<file path="src/rtl/crcp_pkg.sv">
`timescale 1ns / 1ps
// ----------------------------------------------------------------------------
// crcp_pkg
// Shared types, constants and the CRC-8 bit step for the register frame parser.
// ----------------------------------------------------------------------------
package crcp_pkg;

    // burst limit for read frames
    localparam int unsigned MAX_BURST = 64;

    // field widths
    localparam int unsigned BYTE_W = 8;
    localparam int unsigned ADDR_W = 7;
    localparam int unsigned DATA_W = 16;
    localparam int unsigned ACT_W  = 2;
    localparam int unsigned CNT_W  = $clog2(MAX_BURST + 1);

    // apb port geometry
    localparam int unsigned APB_AW = 4;
    localparam int unsigned APB_DW = 32;

    // crc-8 atm generator
    localparam logic [BYTE_W-1:0] CRC_POLY = 8'h07;

    // register indexes
    localparam logic [1:0] REG_SERVO = 2'd0;
    localparam logic [1:0] REG_MOTOR = 2'd1;
    localparam logic [1:0] REG_IMU   = 2'd2;

    // event kinds
    localparam logic EVT_READ  = 1'b0;
    localparam logic EVT_WRITE = 1'b1;

    // write action codes
    localparam logic [ACT_W-1:0] ACT_SERVO = 2'd0;
    localparam logic [ACT_W-1:0] ACT_MOTOR = 2'd1;
    localparam logic [ACT_W-1:0] ACT_IMU   = 2'd2;
    localparam logic [ACT_W-1:0] ACT_OTHER = 2'd3;

    // configured register addresses
    typedef struct packed {
        logic [ADDR_W-1:0] servo_addr;
        logic [ADDR_W-1:0] motor_addr;
        logic [ADDR_W-1:0] imu_addr;
    } t_cfg;

    // control of the serial crc unit
    typedef struct packed {
        logic load;
        logic step;
        logic clear;
    } t_crc_ctl;

    // one result item
    typedef struct packed {
        logic                     event_kind;
        logic [ADDR_W-1:0]        reply_address;
        logic signed [DATA_W-1:0] reply_value;
        logic [ACT_W-1:0]         write_action;
        logic                     last_of_run;
    } t_evt;

    // one msb-first shift of the crc register
    function automatic logic [BYTE_W-1:0] crc_step(input logic [BYTE_W-1:0] c);
        logic [BYTE_W-1:0] sh;
        sh = {c[BYTE_W-2:0], 1'b0};
        return c[BYTE_W-1] ? (sh ^ CRC_POLY) : sh;
    endfunction

endpackage

</file>
<file path="src/rtl/crcp_ifs.sv">
`timescale 1ns / 1ps
// ----------------------------------------------------------------------------
// crcp_ifs
// Valid/ready channels: received bytes in, parser events out.
// ----------------------------------------------------------------------------
interface crcp_byte_if;
    import crcp_pkg::*;

    logic              valid;
    logic              ready;
    logic [BYTE_W-1:0] rx_byte;

    modport source (output valid, output rx_byte, input ready);
    modport sink   (input valid, input rx_byte, output ready);
endinterface

interface crcp_evt_if;
    import crcp_pkg::*;

    logic                     valid;
    logic                     ready;
    logic                     event_kind;
    logic [ADDR_W-1:0]        reply_address;
    logic signed [DATA_W-1:0] reply_value;
    logic [ACT_W-1:0]         write_action;
    logic                     last_of_run;

    modport source (output valid, output event_kind, output reply_address,
                    output reply_value, output write_action, output last_of_run,
                    input ready);
    modport sink   (input valid, input event_kind, input reply_address,
                    input reply_value, input write_action, input last_of_run,
                    output ready);
endinterface

</file>
<file path="src/rtl/crcp_cfg_regs.sv">
`timescale 1ns / 1ps
// ----------------------------------------------------------------------------
// crcp_cfg_regs
// APB register file holding the servo, motor and imu register addresses.
// ----------------------------------------------------------------------------
module crcp_cfg_regs (
    input  logic                         i_clk,
    input  logic                         i_rst_n,
    input  logic                         psel,
    input  logic                         penable,
    input  logic                         pwrite,
    input  logic [crcp_pkg::APB_AW-1:0]  paddr,
    input  logic [crcp_pkg::APB_DW-1:0]  pwdata,
    output logic [crcp_pkg::APB_DW-1:0]  prdata,
    output logic                         pready,
    output crcp_pkg::t_cfg               o_cfg
);
    import crcp_pkg::*;

    t_cfg       r_cfg;
    logic       w_wr;
    logic [1:0] w_idx;

    assign pready = 1'b1;
    assign w_wr   = psel && penable && pwrite;
    assign w_idx  = paddr[3:2];

    // register writes, unknown indexes ignored
    always_ff @(posedge i_clk) begin
        if (!i_rst_n) begin
            r_cfg.servo_addr <= ADDR_W'(0);
            r_cfg.motor_addr <= ADDR_W'(1);
            r_cfg.imu_addr   <= ADDR_W'(2);
        end else if (w_wr) begin
            case (w_idx)
                REG_SERVO: r_cfg.servo_addr <= pwdata[ADDR_W-1:0];
                REG_MOTOR: r_cfg.motor_addr <= pwdata[ADDR_W-1:0];
                REG_IMU:   r_cfg.imu_addr   <= pwdata[ADDR_W-1:0];
                default: begin
                end
            endcase
        end
    end

    // read mux
    always_comb begin
        case (w_idx)
            REG_SERVO: prdata = APB_DW'(r_cfg.servo_addr);
            REG_MOTOR: prdata = APB_DW'(r_cfg.motor_addr);
            REG_IMU:   prdata = APB_DW'(r_cfg.imu_addr);
            default:   prdata = '0;
        endcase
    end

    assign o_cfg = r_cfg;
endmodule

</file>
<file path="src/rtl/crcp_crc8_unit.sv">
`timescale 1ns / 1ps
// ----------------------------------------------------------------------------
// crcp_crc8_unit
// Bit-serial CRC-8 register: xor a byte in, then one shift per cycle.
// ----------------------------------------------------------------------------
module crcp_crc8_unit (
    input  logic                        i_clk,
    input  logic                        i_rst_n,
    input  crcp_pkg::t_crc_ctl          i_ctl,
    input  logic [crcp_pkg::BYTE_W-1:0] i_byte,
    output logic [crcp_pkg::BYTE_W-1:0] o_crc
);
    import crcp_pkg::*;

    logic [BYTE_W-1:0] r_crc;
    logic [BYTE_W-1:0] n_crc;

    // next crc value
    always_comb begin
        n_crc = r_crc;
        if (i_ctl.clear) begin
            n_crc = '0;
        end else if (i_ctl.load) begin
            n_crc = r_crc ^ i_byte;
        end else if (i_ctl.step) begin
            n_crc = crc_step(r_crc);
        end
    end

    always_ff @(posedge i_clk) begin
        if (!i_rst_n) begin
            r_crc <= '0;
        end else begin
            r_crc <= n_crc;
        end
    end

    assign o_crc = r_crc;
endmodule

</file>
<file path="src/rtl/crcp_seq.sv">
`timescale 1ns / 1ps
// ----------------------------------------------------------------------------
// crcp_seq
// Frame sequencer: byte capture, crc check, shadow update, read burst and
// the output register.
// ----------------------------------------------------------------------------
module crcp_seq (
    input  logic                        i_clk,
    input  logic                        i_rst_n,
    input  crcp_pkg::t_cfg              i_cfg,
    crcp_byte_if.sink                   rx,
    crcp_evt_if.source                  evt,
    output crcp_pkg::t_crc_ctl          o_crc_ctl,
    input  logic [crcp_pkg::BYTE_W-1:0] i_crc
);
    import crcp_pkg::*;

    typedef enum logic [3:0] {
        S_IDLE  = 4'b0001,
        S_CRC   = 4'b0010,
        S_WRITE = 4'b0100,
        S_READ  = 4'b1000
    } t_state;

    // frame phase codes
    localparam logic [1:0] PH_HDR = 2'd0;
    localparam logic [1:0] PH_DLO = 2'd1;
    localparam logic [1:0] PH_DHI = 2'd2;
    localparam logic [1:0] PH_CRC = 2'd3;

    t_state            r_state, n_state;
    logic [1:0]        r_phase, n_phase;
    logic [2:0]        r_bitc, n_bitc;
    logic [CNT_W-1:0]  r_cnt, n_cnt;
    logic [ADDR_W-1:0] r_addr, n_addr;
    logic [BYTE_W-1:0] r_hdr, r_dlo, r_dhi;
    logic [BYTE_W-1:0] r_servo, n_servo;
    logic [DATA_W-1:0] r_motor, n_motor;
    logic              r_ovld, n_ovld;
    t_evt              r_evt, n_evt;

    logic              w_acc;
    logic              w_out_free;
    logic [CNT_W-1:0]  w_burst;
    logic [ACT_W-1:0]  w_act;
    logic [DATA_W-1:0] w_rd_value;
    logic [ADDR_W-1:0] w_waddr;

    assign rx.ready   = (r_state == S_IDLE);
    assign w_acc      = rx.valid && rx.ready;
    assign w_out_free = !r_ovld || evt.ready;
    assign w_waddr    = r_hdr[ADDR_W-1:0];

    // read count saturated at the burst limit
    assign w_burst = (r_dlo > BYTE_W'(MAX_BURST)) ? CNT_W'(MAX_BURST)
                                                   : r_dlo[CNT_W-1:0];

    // write target decode, servo first, then motor, then imu
    always_comb begin
        if (w_waddr == i_cfg.servo_addr) begin
            w_act = ACT_SERVO;
        end else if (w_waddr == i_cfg.motor_addr) begin
            w_act = ACT_MOTOR;
        end else if (w_waddr == i_cfg.imu_addr) begin
            w_act = ACT_IMU;
        end else begin
            w_act = ACT_OTHER;
        end
    end

    // register read value for the current burst address
    always_comb begin
        if (r_addr == i_cfg.servo_addr) begin
            w_rd_value = {{(DATA_W-BYTE_W){r_servo[BYTE_W-1]}}, r_servo};
        end else if (r_addr == i_cfg.motor_addr) begin
            w_rd_value = r_motor;
        end else begin
            w_rd_value = '0;
        end
    end

    // sequencer next state
    always_comb begin
        n_state   = r_state;
        n_phase   = r_phase;
        n_bitc    = r_bitc;
        n_cnt     = r_cnt;
        n_addr    = r_addr;
        n_servo   = r_servo;
        n_motor   = r_motor;
        n_ovld    = r_ovld && !evt.ready;
        n_evt     = r_evt;
        o_crc_ctl = '0;
        case (r_state)
            S_IDLE: begin
                if (w_acc) begin
                    if (r_phase != PH_CRC) begin
                        o_crc_ctl.load = 1'b1;
                        n_phase        = r_phase + 2'd1;
                        n_bitc         = '0;
                        n_state        = S_CRC;
                    end else begin
                        o_crc_ctl.clear = 1'b1;
                        n_phase         = PH_HDR;
                        if (i_crc == rx.rx_byte) begin
                            if (r_hdr[BYTE_W-1]) begin
                                if (w_burst != '0) begin
                                    n_cnt   = w_burst;
                                    n_addr  = r_hdr[ADDR_W-1:0];
                                    n_state = S_READ;
                                end
                            end else begin
                                n_state = S_WRITE;
                            end
                        end
                    end
                end
            end
            S_CRC: begin
                o_crc_ctl.step = 1'b1;
                n_bitc         = r_bitc + 3'd1;
                if (r_bitc == 3'd7) begin
                    n_state = S_IDLE;
                end
            end
            S_WRITE: begin
                if (w_out_free) begin
                    n_ovld              = 1'b1;
                    n_evt.event_kind    = EVT_WRITE;
                    n_evt.reply_address = w_waddr;
                    n_evt.reply_value   = $signed({r_dhi, r_dlo});
                    n_evt.write_action  = w_act;
                    n_evt.last_of_run   = 1'b1;
                    if (w_act == ACT_SERVO) begin
                        n_servo = r_dlo;
                    end else if (w_act == ACT_MOTOR) begin
                        n_motor = {r_dhi, r_dlo};
                    end
                    n_state = S_IDLE;
                end
            end
            S_READ: begin
                if (w_out_free) begin
                    n_ovld              = 1'b1;
                    n_evt.event_kind    = EVT_READ;
                    n_evt.reply_address = r_addr;
                    n_evt.reply_value   = $signed(w_rd_value);
                    n_evt.write_action  = ACT_SERVO;
                    n_evt.last_of_run   = (r_cnt == CNT_W'(1));
                    n_cnt               = r_cnt - CNT_W'(1);
                    n_addr              = r_addr + ADDR_W'(1);
                    if (r_cnt == CNT_W'(1)) begin
                        n_state = S_IDLE;
                    end
                end
            end
            default: begin
                n_state = S_IDLE;
            end
        endcase
    end

    // control registers
    always_ff @(posedge i_clk) begin
        if (!i_rst_n) begin
            r_state <= S_IDLE;
            r_phase <= PH_HDR;
            r_bitc  <= '0;
            r_cnt   <= '0;
            r_servo <= '0;
            r_motor <= '0;
            r_ovld  <= 1'b0;
        end else begin
            r_state <= n_state;
            r_phase <= n_phase;
            r_bitc  <= n_bitc;
            r_cnt   <= n_cnt;
            r_servo <= n_servo;
            r_motor <= n_motor;
            r_ovld  <= n_ovld;
        end
    end

    // frame bytes, burst address and output payload
    always_ff @(posedge i_clk) begin
        r_addr <= n_addr;
        r_evt  <= n_evt;
        if (w_acc) begin
            case (r_phase)
                PH_HDR:  r_hdr <= rx.rx_byte;
                PH_DLO:  r_dlo <= rx.rx_byte;
                PH_DHI:  r_dhi <= rx.rx_byte;
                default: begin
                end
            endcase
        end
    end

    // output channel
    assign evt.valid         = r_ovld;
    assign evt.event_kind    = r_evt.event_kind;
    assign evt.reply_address = r_evt.reply_address;
    assign evt.reply_value   = r_evt.reply_value;
    assign evt.write_action  = r_evt.write_action;
    assign evt.last_of_run   = r_evt.last_of_run;
endmodule

</file>
<file path="src/rtl/crc_checked_register_frame_parser.sv">
`timescale 1ns / 1ps
// ----------------------------------------------------------------------------
// crc_checked_register_frame_parser
// Register-access frame parser with CRC-8 check and servo/motor shadows.
// ----------------------------------------------------------------------------
// Usage:
//   i_rx carries one received byte per transfer. Four bytes form a frame:
//   header (bit 7 read flag, bits 6..0 address), data low, data high, and
//   a CRC-8 (poly 0x07, init 0) over the first three. Bad frames vanish.
//   o_evt carries one transfer per result: a write event, or one item per
//   register of a read burst (data low registers, at most MAX_BURST).
//   The APB port sets the servo, motor and imu register addresses.
// Sequence:
//   Each of the first three bytes is accepted, then the bit-serial CRC
//   unit shifts it in one bit per cycle; no byte is taken meanwhile.
//   The CRC byte is checked as it is taken; a good write frame then loads
//   its event into the output register once that is free, and a read
//   burst loads its items one after another, each once the register is
//   free.
// Reset: frame phase, CRC, shadows and the output valid flag clear; the
//   address registers return to 0, 1 and 2.
// Stall: a held result only blocks loading the next result; bytes are still
//   taken meanwhile, but none during a burst or while a write event waits
//   for the output register.
// ----------------------------------------------------------------------------
module crc_checked_register_frame_parser (
    input  logic                         i_clk,
    input  logic                         i_rst_n,
    crcp_byte_if.sink                    i_rx,
    crcp_evt_if.source                   o_evt,
    input  logic                         psel,
    input  logic                         penable,
    input  logic                         pwrite,
    input  logic [crcp_pkg::APB_AW-1:0]  paddr,
    input  logic [crcp_pkg::APB_DW-1:0]  pwdata,
    output logic [crcp_pkg::APB_DW-1:0]  prdata,
    output logic                         pready
);
    import crcp_pkg::*;

    t_cfg              w_cfg;
    t_crc_ctl          w_crc_ctl;
    logic [BYTE_W-1:0] w_crc;

    // configuration registers
    crcp_cfg_regs u_cfg (
        .i_clk   (i_clk),
        .i_rst_n (i_rst_n),
        .psel    (psel),
        .penable (penable),
        .pwrite  (pwrite),
        .paddr   (paddr),
        .pwdata  (pwdata),
        .prdata  (prdata),
        .pready  (pready),
        .o_cfg   (w_cfg)
    );

    // serial crc unit, fed the first three bytes of each frame
    crcp_crc8_unit u_crc (
        .i_clk   (i_clk),
        .i_rst_n (i_rst_n),
        .i_ctl   (w_crc_ctl),
        .i_byte  (i_rx.rx_byte),
        .o_crc   (w_crc)
    );

    // frame sequencer
    crcp_seq u_seq (
        .i_clk     (i_clk),
        .i_rst_n   (i_rst_n),
        .i_cfg     (w_cfg),
        .rx        (i_rx),
        .evt       (o_evt),
        .o_crc_ctl (w_crc_ctl),
        .i_crc     (w_crc)
    );

    // no byte is taken while the crc unit is shifting
    a_no_accept_while_shift: assert property (@(posedge i_clk) disable iff (!i_rst_n)
        i_rx.ready |-> !w_crc_ctl.step)
        else $error("byte accepted during crc shift");

    // a crc shift always follows a captured frame byte or another shift
    a_shift_after_load: assert property (@(posedge i_clk) disable iff (!i_rst_n)
        w_crc_ctl.step |-> $past(w_crc_ctl.load || w_crc_ctl.step))
        else $error("crc shift without a loaded byte");

    // a write event is always the only result of its frame
    a_write_is_last: assert property (@(posedge i_clk) disable iff (!i_rst_n)
        (o_evt.valid && (o_evt.event_kind == EVT_WRITE)) |-> o_evt.last_of_run)
        else $error("write event not marked last");

    // read items carry a zero action code
    a_read_action_zero: assert property (@(posedge i_clk) disable iff (!i_rst_n)
        (o_evt.valid && (o_evt.event_kind == EVT_READ)) |->
            (o_evt.write_action == ACT_SERVO))
        else $error("read item with nonzero action");
endmodule

</file>
<file path="src/flat_wrapper.sv">
// flat-port wrapper written by rule: the top's interface ports become plain ports
module crc_checked_register_frame_parser_flat import crcp_pkg::*;
  (i_clk, i_rst_n, psel, penable, pwrite, paddr, pwdata, prdata, pready, i_rx_valid, i_rx_rx_byte, i_rx_ready, o_evt_valid, o_evt_event_kind, o_evt_reply_address, o_evt_reply_value, o_evt_write_action, o_evt_last_of_run, o_evt_ready);
  crcp_byte_if i_rx_i ();
  crcp_evt_if o_evt_i ();
  input  logic i_clk;
  input  logic i_rst_n;
  input  logic psel;
  input  logic penable;
  input  logic pwrite;
  input  logic [crcp_pkg::APB_AW-1:0] paddr;
  input  logic [crcp_pkg::APB_DW-1:0] pwdata;
  output logic [crcp_pkg::APB_DW-1:0] prdata;
  output logic pready;
  input wire logic [$bits(i_rx_i.valid)-1:0] i_rx_valid;
  input wire logic [$bits(i_rx_i.rx_byte)-1:0] i_rx_rx_byte;
  output wire logic [$bits(i_rx_i.ready)-1:0] i_rx_ready;
  output wire logic [$bits(o_evt_i.valid)-1:0] o_evt_valid;
  output wire logic [$bits(o_evt_i.event_kind)-1:0] o_evt_event_kind;
  output wire logic [$bits(o_evt_i.reply_address)-1:0] o_evt_reply_address;
  output wire logic [$bits(o_evt_i.reply_value)-1:0] o_evt_reply_value;
  output wire logic [$bits(o_evt_i.write_action)-1:0] o_evt_write_action;
  output wire logic [$bits(o_evt_i.last_of_run)-1:0] o_evt_last_of_run;
  input wire logic [$bits(o_evt_i.ready)-1:0] o_evt_ready;
  assign i_rx_i.valid = i_rx_valid;
  assign i_rx_i.rx_byte = i_rx_rx_byte;
  assign i_rx_ready = i_rx_i.ready;
  assign o_evt_valid = o_evt_i.valid;
  assign o_evt_event_kind = o_evt_i.event_kind;
  assign o_evt_reply_address = o_evt_i.reply_address;
  assign o_evt_reply_value = o_evt_i.reply_value;
  assign o_evt_write_action = o_evt_i.write_action;
  assign o_evt_last_of_run = o_evt_i.last_of_run;
  assign o_evt_i.ready = o_evt_ready;
  crc_checked_register_frame_parser u_core (.i_clk(i_clk), .i_rst_n(i_rst_n), .i_rx(i_rx_i), .o_evt(o_evt_i), .psel(psel), .penable(penable), .pwrite(pwrite), .paddr(paddr), .pwdata(pwdata), .prdata(prdata), .pready(pready));
endmodule
</file>
<file path="config.mk">
export PLATFORM = sky130hd
export DESIGN_NAME = crc_checked_register_frame_parser_flat
export DESIGN_NICKNAME = d
export VERILOG_FILES = /design/src/rtl/crcp_pkg.sv /design/src/rtl/crcp_ifs.sv /design/src/rtl/crcp_cfg_regs.sv /design/src/rtl/crcp_crc8_unit.sv /design/src/rtl/crcp_seq.sv /design/src/rtl/crc_checked_register_frame_parser.sv /design/src/flat_wrapper.sv
export SDC_FILE = /design/constraint.sdc
export NUM_CORES = 1
export LEC_CHECK = 0
export BUFFER_PORTS_ARGS = -buffer_cell sky130_fd_sc_hd__buf_4
export CORE_MARGIN = 8
export CORE_UTILIZATION = 47
export CTS_BUF_LIST = sky130_fd_sc_hd__clkbuf_16
export DETAILED_ROUTE_END_ITERATION = 7
export GPL_ROUTABILITY_DRIVEN = 0
export PLACE_DENSITY_LB_ADDON = 0.15
export SLEW_MARGIN = 20
export SYNTH_ARGS = -nofsm -noshare
export SYNTH_HDL_FRONTEND = slang
export SYNTH_SLANG_ARGS = --single-unit
</file>
<file path="constraint.sdc">
create_clock -name i_clk -period 2.6 [get_ports i_clk]
set_clock_uncertainty 0.1 [all_clocks]
set_input_delay 0.13 -clock i_clk [delete_from_list [all_inputs] [get_ports i_clk]]
set_output_delay 0.13 -clock i_clk [all_outputs]
set_load 0.05 [all_outputs]
</file>
Yosys cells after proc, flatten, opt, wreduce, memory -nomap -nowiden
Index checks and enable logic that the tools add are counted.
- bits of input ports: 51
- logic and storage cells: 139
- register bits after elaboration: 128
- output and inout port bits: 62
- magnitude comparators: 1
- mux-type cells: 50
- eq/ne operators: 30
- reduce and logical (&&, ||, !) cells: 30
- bitwise operators: 4
- add/sub/neg operators: 4
- operator list (cell ; number):
    7-bit two-way mux ; 13
    27-bit two-way mux ; 2
    27-bit one-hot mux with 2 select lines ; 1
    4-bit two-way mux ; 9
    7-bit == test ; 5
    16-bit two-way mux ; 2
    7-bit one-hot mux with 2 select lines ; 2
    7-bit one-hot mux with 3 select lines ; 1
    8-bit two-way mux ; 2
    4-bit one-hot mux with 4 select lines ; 1
    2-bit AND reduction ; 7
    7-bit AND reduction ; 2
    2-bit inequality test, second input constant ; 6
    1-bit two-way mux ; 10
    2-bit by 1-bit inequality test with 1-bit output, second input constant ; 5
    3-bit two-way mux ; 3
    3-bit AND reduction ; 3
    8-bit == test ; 1
    8-bit by 7-bit > comparator with 1-bit output, second input constant ; 1
    2-bit nonzero test ; 4
    8-bit XOR ; 1
    7-bit by 1-bit adder with 7-bit output, second input constant ; 1
    7-bit by 1-bit == test with 1-bit output, second input constant ; 1
    7-bit nonzero test ; 1
    other kinds (22) ; 35

Logic depth before layout (Yosys ltp)
- depth in word-level cells: 9
- depth in mapped cells: 9
- depth with buffers taken out: 7

Cells and area by module
Synthesis repeated with hierarchy kept, for this count alone.
- cells, all modules: 676
- area total of the unflattened synthesis: 6443.7 um2
- by module, submodules not included (module ; cells an instance ; seq. area each (um2) ; times used ; area an instance (um2)):
    crcp_seq ; 488 ; 2562.5 ; 1 ; 4803.4
    crcp_cfg_regs ; 135 ; 420.4 ; 1 ; 1192.4
    crcp_crc8_unit ; 53 ; 160.2 ; 1 ; 447.9

Worst setup path before layout
OpenSTA, ideal clock, no wires.
- path type: register to register
- start: register u_core.u_seq.r_ovld, in the netlist u_core.u_seq.evt.valid
- end: register u_core.u_seq.r_evt, in the netlist u_core.u_seq.evt.event_kind, enable pin
- data arrival time: 1853 ps
- required time: 2089 ps
- period minus slack after synthesis: 2364 ps
- stages on the path, launching flop included: 3
- path slack: 236 ps
- buffers on the path: 0
- library setup time: 411 ps
- cell sequence: dfxtp_1 nor2b_1 nor2_1
- cells in the longest elaborated chain, start to end: 4
- elaborated cells between the ends (all ways): 5
- those cells by class: 2 x eq/ne; 3 x reduce/logical
- RTL lines (item ; RTL line ; source):
    from (decl) ; crcp_seq.sv:39 ; logic r_ovld, n_ovld;
    from (signal assigned) ; crcp_seq.sv:180 ; r_ovld <= n_ovld;
    1-bit logical NOT * ; crcp_seq.sv:51 ; assign w_out_free = !r_ovld || evt.ready;
    1-bit logical OR * ; crcp_seq.sv:51 ;
    2-bit inequality test (no line) ; n/a ;
    3-bit AND reduction (no line) * ; n/a ;
    to (signal assigned) ; crcp_seq.sv:187 ; r_evt <= n_evt;
    to (decl) ; crcp_seq.sv:40 ; t_evt r_evt, n_evt;
Mark *: on every way between the ends. The rest lies on a longest branch, timed or not.
A chain may end at the register's enable or synchronous reset.

Worst setup path in the final report
- start: register u_core.u_seq.r_state[2]
- end: register u_core.u_seq.r_addr[4], enable pin
- cells in the longest elaborated chain, start to end: 4
- elaborated cells between the ends (all ways): 11
- those cells by class: 8 x eq/ne; 3 x reduce/logical
- RTL lines (item ; RTL line ; source):
    from (decl) ; crcp_seq.sv:31 ; t_state r_state, n_state;
    from (signal assigned) ; crcp_seq.sv:174 ; r_state <= n_state;
    4-bit by 1-bit == test with 1-bit output ; crcp_seq.sv:49, crcp_seq.sv:94 ;
    1-bit logical AND ; crcp_seq.sv:50 ; assign w_acc = rx.valid && rx.ready;
    2-bit by 1-bit inequality test with 1-bit output (no line) ; n/a ;
    7-bit AND reduction (no line) * ; n/a ;
    to (signal assigned) ; crcp_seq.sv:186 ; r_addr <= n_addr;
    to (decl) ; crcp_seq.sv:35 ; logic [ADDR_W-1:0] r_addr, n_addr;
Marked as above.

==> impl_metrics.csv <==
group,metric,value,unit
critical_path,cp.arrival,2.33,ns
timing,timing.final.hold_violations,0,
clocking,htree_levels,4,
die,io_pins,113,
timing,drv_slew,0,
route,remaining_drc_errors,0,
final_layout,syn_to_final_growth,19.81,%
route,wire_per_inst,16.59,um
timing,relSlewSlack,46.56,%
global_routing,use_met3,4.383,%
global_routing,grt_pass1_wl,24.87,mm
global_routing,grt_remaining_overflow,0,
clocking,cts.sinks,128,
worst_hold_path,hold_path_end,"u_core.u_seq.evt.last_of_run",
critical_path,critical_path_depth,6,
clocking,cts_buffer_depth,2,
clocking,path_clk_slew,0.06,ns
global_routing,track_usage,17.67,%
clocking,worstSkewPairLatency,0.42,ns
global_routing,grtUsageMet2,26.87,%
critical_path,ff2ff_setup_slack,0.25,ns
job,maxCapViolCount,0,
worst_hold_path,min_path_type,"in2reg",
die,dieHeight,131.7,um
critical_path,path_max_fanout,9,
global_routing,grt_pass1_vias,4823,
critical_path,crit_start,"u_core.u_seq.r_state[2]",
power_and_ir_drop,leakagePower,0.002806,uW
critical_path,r2r_start,"u_core.u_seq.r_state[2]",
die,die_w,131.7,um
final_layout,diodes,0,
global_routing,met1_usage,23.61,%
timing,setup_viol,0,
critical_path,slowest_stage,"or4b_1",
logic_synthesis,syn_area_per_cell,9.799,um2
final_layout,register_area,3143,um2
critical_path,worstSetupPathType,"reg2reg",
status,status,"finished, final reports clean",
global_routing,grt_start_max_net_pins,38,
route,drt_iter0_drc,426,
critical_path,cp.required,2.59,ns
logic_synthesis,synthDominantCellAreaShare,27.68,%
worst_hold_path,hold_start,"o_evt_ready",
route,routed_via_density,5.404,
logic_synthesis,ys_seq_area_share,49.96,%
critical_path,reg2reg_depth,6,
critical_path,end_kind,"flop",
route,routed_wl,15.12,mm
timing,worst_pin_slew,0.7972,ns
route,firstDrtPassIters,5,
route,vias,4923,
placement,post-place-ws,0.2481,ns
timing,fin_crit,2.347,ns
power_and_ir_drop,vdd_drop_max,0.4671,mV
logic_synthesis,mappedNetlistArea,6291,um2
die,core,13140,um2
final_layout,final_layout_size_suffix_gt1_share,16.87,%
timing,finalWorstSetupSlack,0.2530,ns
critical_path,critPathBufInv,2,
worst_hold_path,worstHoldPathCells,3,
logic_synthesis,synth_top_area_cell,"edfxtp_1",
placement,post-dp-hpwl,10.57,mm
final_layout,multi_input_area,2843,um2
logic_synthesis,synth-seq-cells,128,
timing,fin_setup_tns,0,ns
logic_synthesis,synthTopCellsByArea,"edfxtp_1, dfxtp_1, mux2i_1",
critical_path,slowest_delay,0.74,ns
critical_path,worstReg2RegEnd,"u_core.u_seq.r_addr[4]",
clocking,cts_root_buf,"clkbuf_16",
final_layout,utilization,57.37,%
timing,fmax,426.1,MHz
clocking,cts-buffers-inserted,17,
logic_synthesis,async_flop_share,0,%
placement,port_buffers,59,
critical_path,start_kind,"flop",
final_layout,fillCellCount,1166,
die,start_util,47.89,%
logic_synthesis,synthCells,642,
timing,post-route-period-util,90.27,%
critical_path,cp_top_family,"simple AND/OR/NAND/NOR gates",
global_routing,grt.busiest_layer,"met2",
die,rows,42,
final_layout,final_cell_mix,"buf_4, dfxtp_1, nor2_1",
clocking,cts_tree,"yes",
die,die_area,17340,um2
logic_synthesis,ys_warn_count,0,
final_layout,layout.nets,783,
final_layout,finish.instance_area,7537,um2
logic_synthesis,synthDistinctLibCells,61,
global_routing,antenna_found_initial,0,
logic_synthesis,synth-edff-count,58,
logic_synthesis,synth-main-ff-cell,"dfxtp_1",
power_and_ir_drop,power_density,631.8,nW/um2
placement,placement.cell_area,6850,um2
critical_path,path_cells,"or4b_1, clkinv_8, nand3_4, nor4_4, nor2_2, inv_1",
timing,rsz0062_at_grt,"no",
final_layout,final_common_cell,"buf_4",
route,antenna_left,0,
clocking,postCtsSetupBuffers,0,
## sequential cells by signal (all words and copies together), names as in the netlist, 7 cells and up
register / count
u_core.u_seq.evt.reply_value: 16
u_core.u_seq.r_servo: 8
u_core.u_cfg.o_cfg: 21
u_core.u_seq.r_cnt: 7
u_core.u_seq.r_dlo: 8
u_core.u_seq.evt.reply_address: 7
u_core.u_seq.r_dhi: 8
u_core.u_seq.r_hdr: 8
u_core.u_seq.r_motor: 16
u_core.u_crc.o_crc: 8
u_core.u_seq.r_addr: 7
## tightest hold or removal path: cells and delay by family
kind / cells / cell delay [ns]
buffers and inverters: 1 / 0.08
and+or+nand+nor: 2 / 0.18
## Yosys cell counts (3+ instances only)
library cell,n
nor3_1,4
nand3_1,39
o32ai_1,3
nand2_1,64
a211oi_1,3
or4_1,3
nor2_1,66
a221oi_1,7
and3_1,4
o21ai_0,43
nand4_1,4
xnor2_1,29
a21oi_1,48
nand2b_1,3
a32oi_1,8
o221ai_1,3
mux2i_1,29
and3_2,3
buf_4,26
nor4_1,4
dfxtp_1,70
clkbuf_1,28
xor2_1,24
ha_1,9
edfxtp_1,58
inv_1,14
## power breakdown
| group | internal [uW] | leakage (uW) | total [uW] | switching [uW] |
|---|---|---|---|---|
| combinational | 186 | 0.00145 | 542 | 355 |
| sequential | 2170 | 0.00110 | 2250 | 77.7 |
| clock | 1170 | 0.000253 | 1970 | 802 |
| total | 3530 | 0.00281 | 4760 | 1240 |
## logic make-up after synthesis
group                    count (synthesis)  share of synthesized area [%]
flip-flops                             128                          49.96
adder cells (fa/ha/maj)                  9                          1.790
other                                    2                         0.1194
buffers and inverters                   74                          6.424
multiplexers                            29                          4.614
AND/OR/NAND/NOR                        218                          17.16
AO/OA/AOI/OAI                          129                          12.55
XOR/XNOR                                53                          7.379
## metrics by stage
| stage | cells | hold WS [ns] | total power, uW |
|---|---|---|---|
| after floorplan | 666 | 0.1289 | 2689 |
| after global routing | 911 | 0.02281 | 4951 |
| after CTS | 911 | 0.003355 | 4791 |
| after detailed placement | 861 | 0.2768 | 2802 |
| final | 911 | 0.005495 | 4762 |
| after global placement | 861 | 0.2809 | 2790 |
## how the worst max path moves through the flow
stage / end / slack, ns
CTS: u_core.u_seq.r_addr[6] / 0.23
global placement: u_core.u_seq.r_addr[6] / 0.27
finish: u_core.u_seq.r_addr[4] / 0.25
global route: u_core.u_crc.o_crc[4] / 0.13
detailed placement: u_core.u_seq.r_motor[13] / 0.25
floorplan: u_core.u_seq.evt.event_kind / 0.24
## routing by layer
layer / vias up / wire length, um / part of all wire (%)
li1: 2396 / - / -
met1: 2379 / 7160 / 47
met2: 125 / 7011 / 46
met3: 23 / 673 / 4.5
met4: 0 / 271 / 1.8
met5: - / 0 / 0
## what timing repair did
action,CTS,global route
setup endpoints to repair,0,3
gates resized for setup,0,1
hold endpoints to repair,61,0
hold buffers,19,0
## layout make-up
cell class	count	share of cell area, %
Sequential cell	128	41.70
Multi-Input combinational cell	464	37.72
Timing Repair Buffer	96	10.19
Clock buffer	17	5.644
Tap cell	176	2.922
Inverter	16	0.9628
Clock inverter	14	0.8632
(Power assumes the default switching activity.)
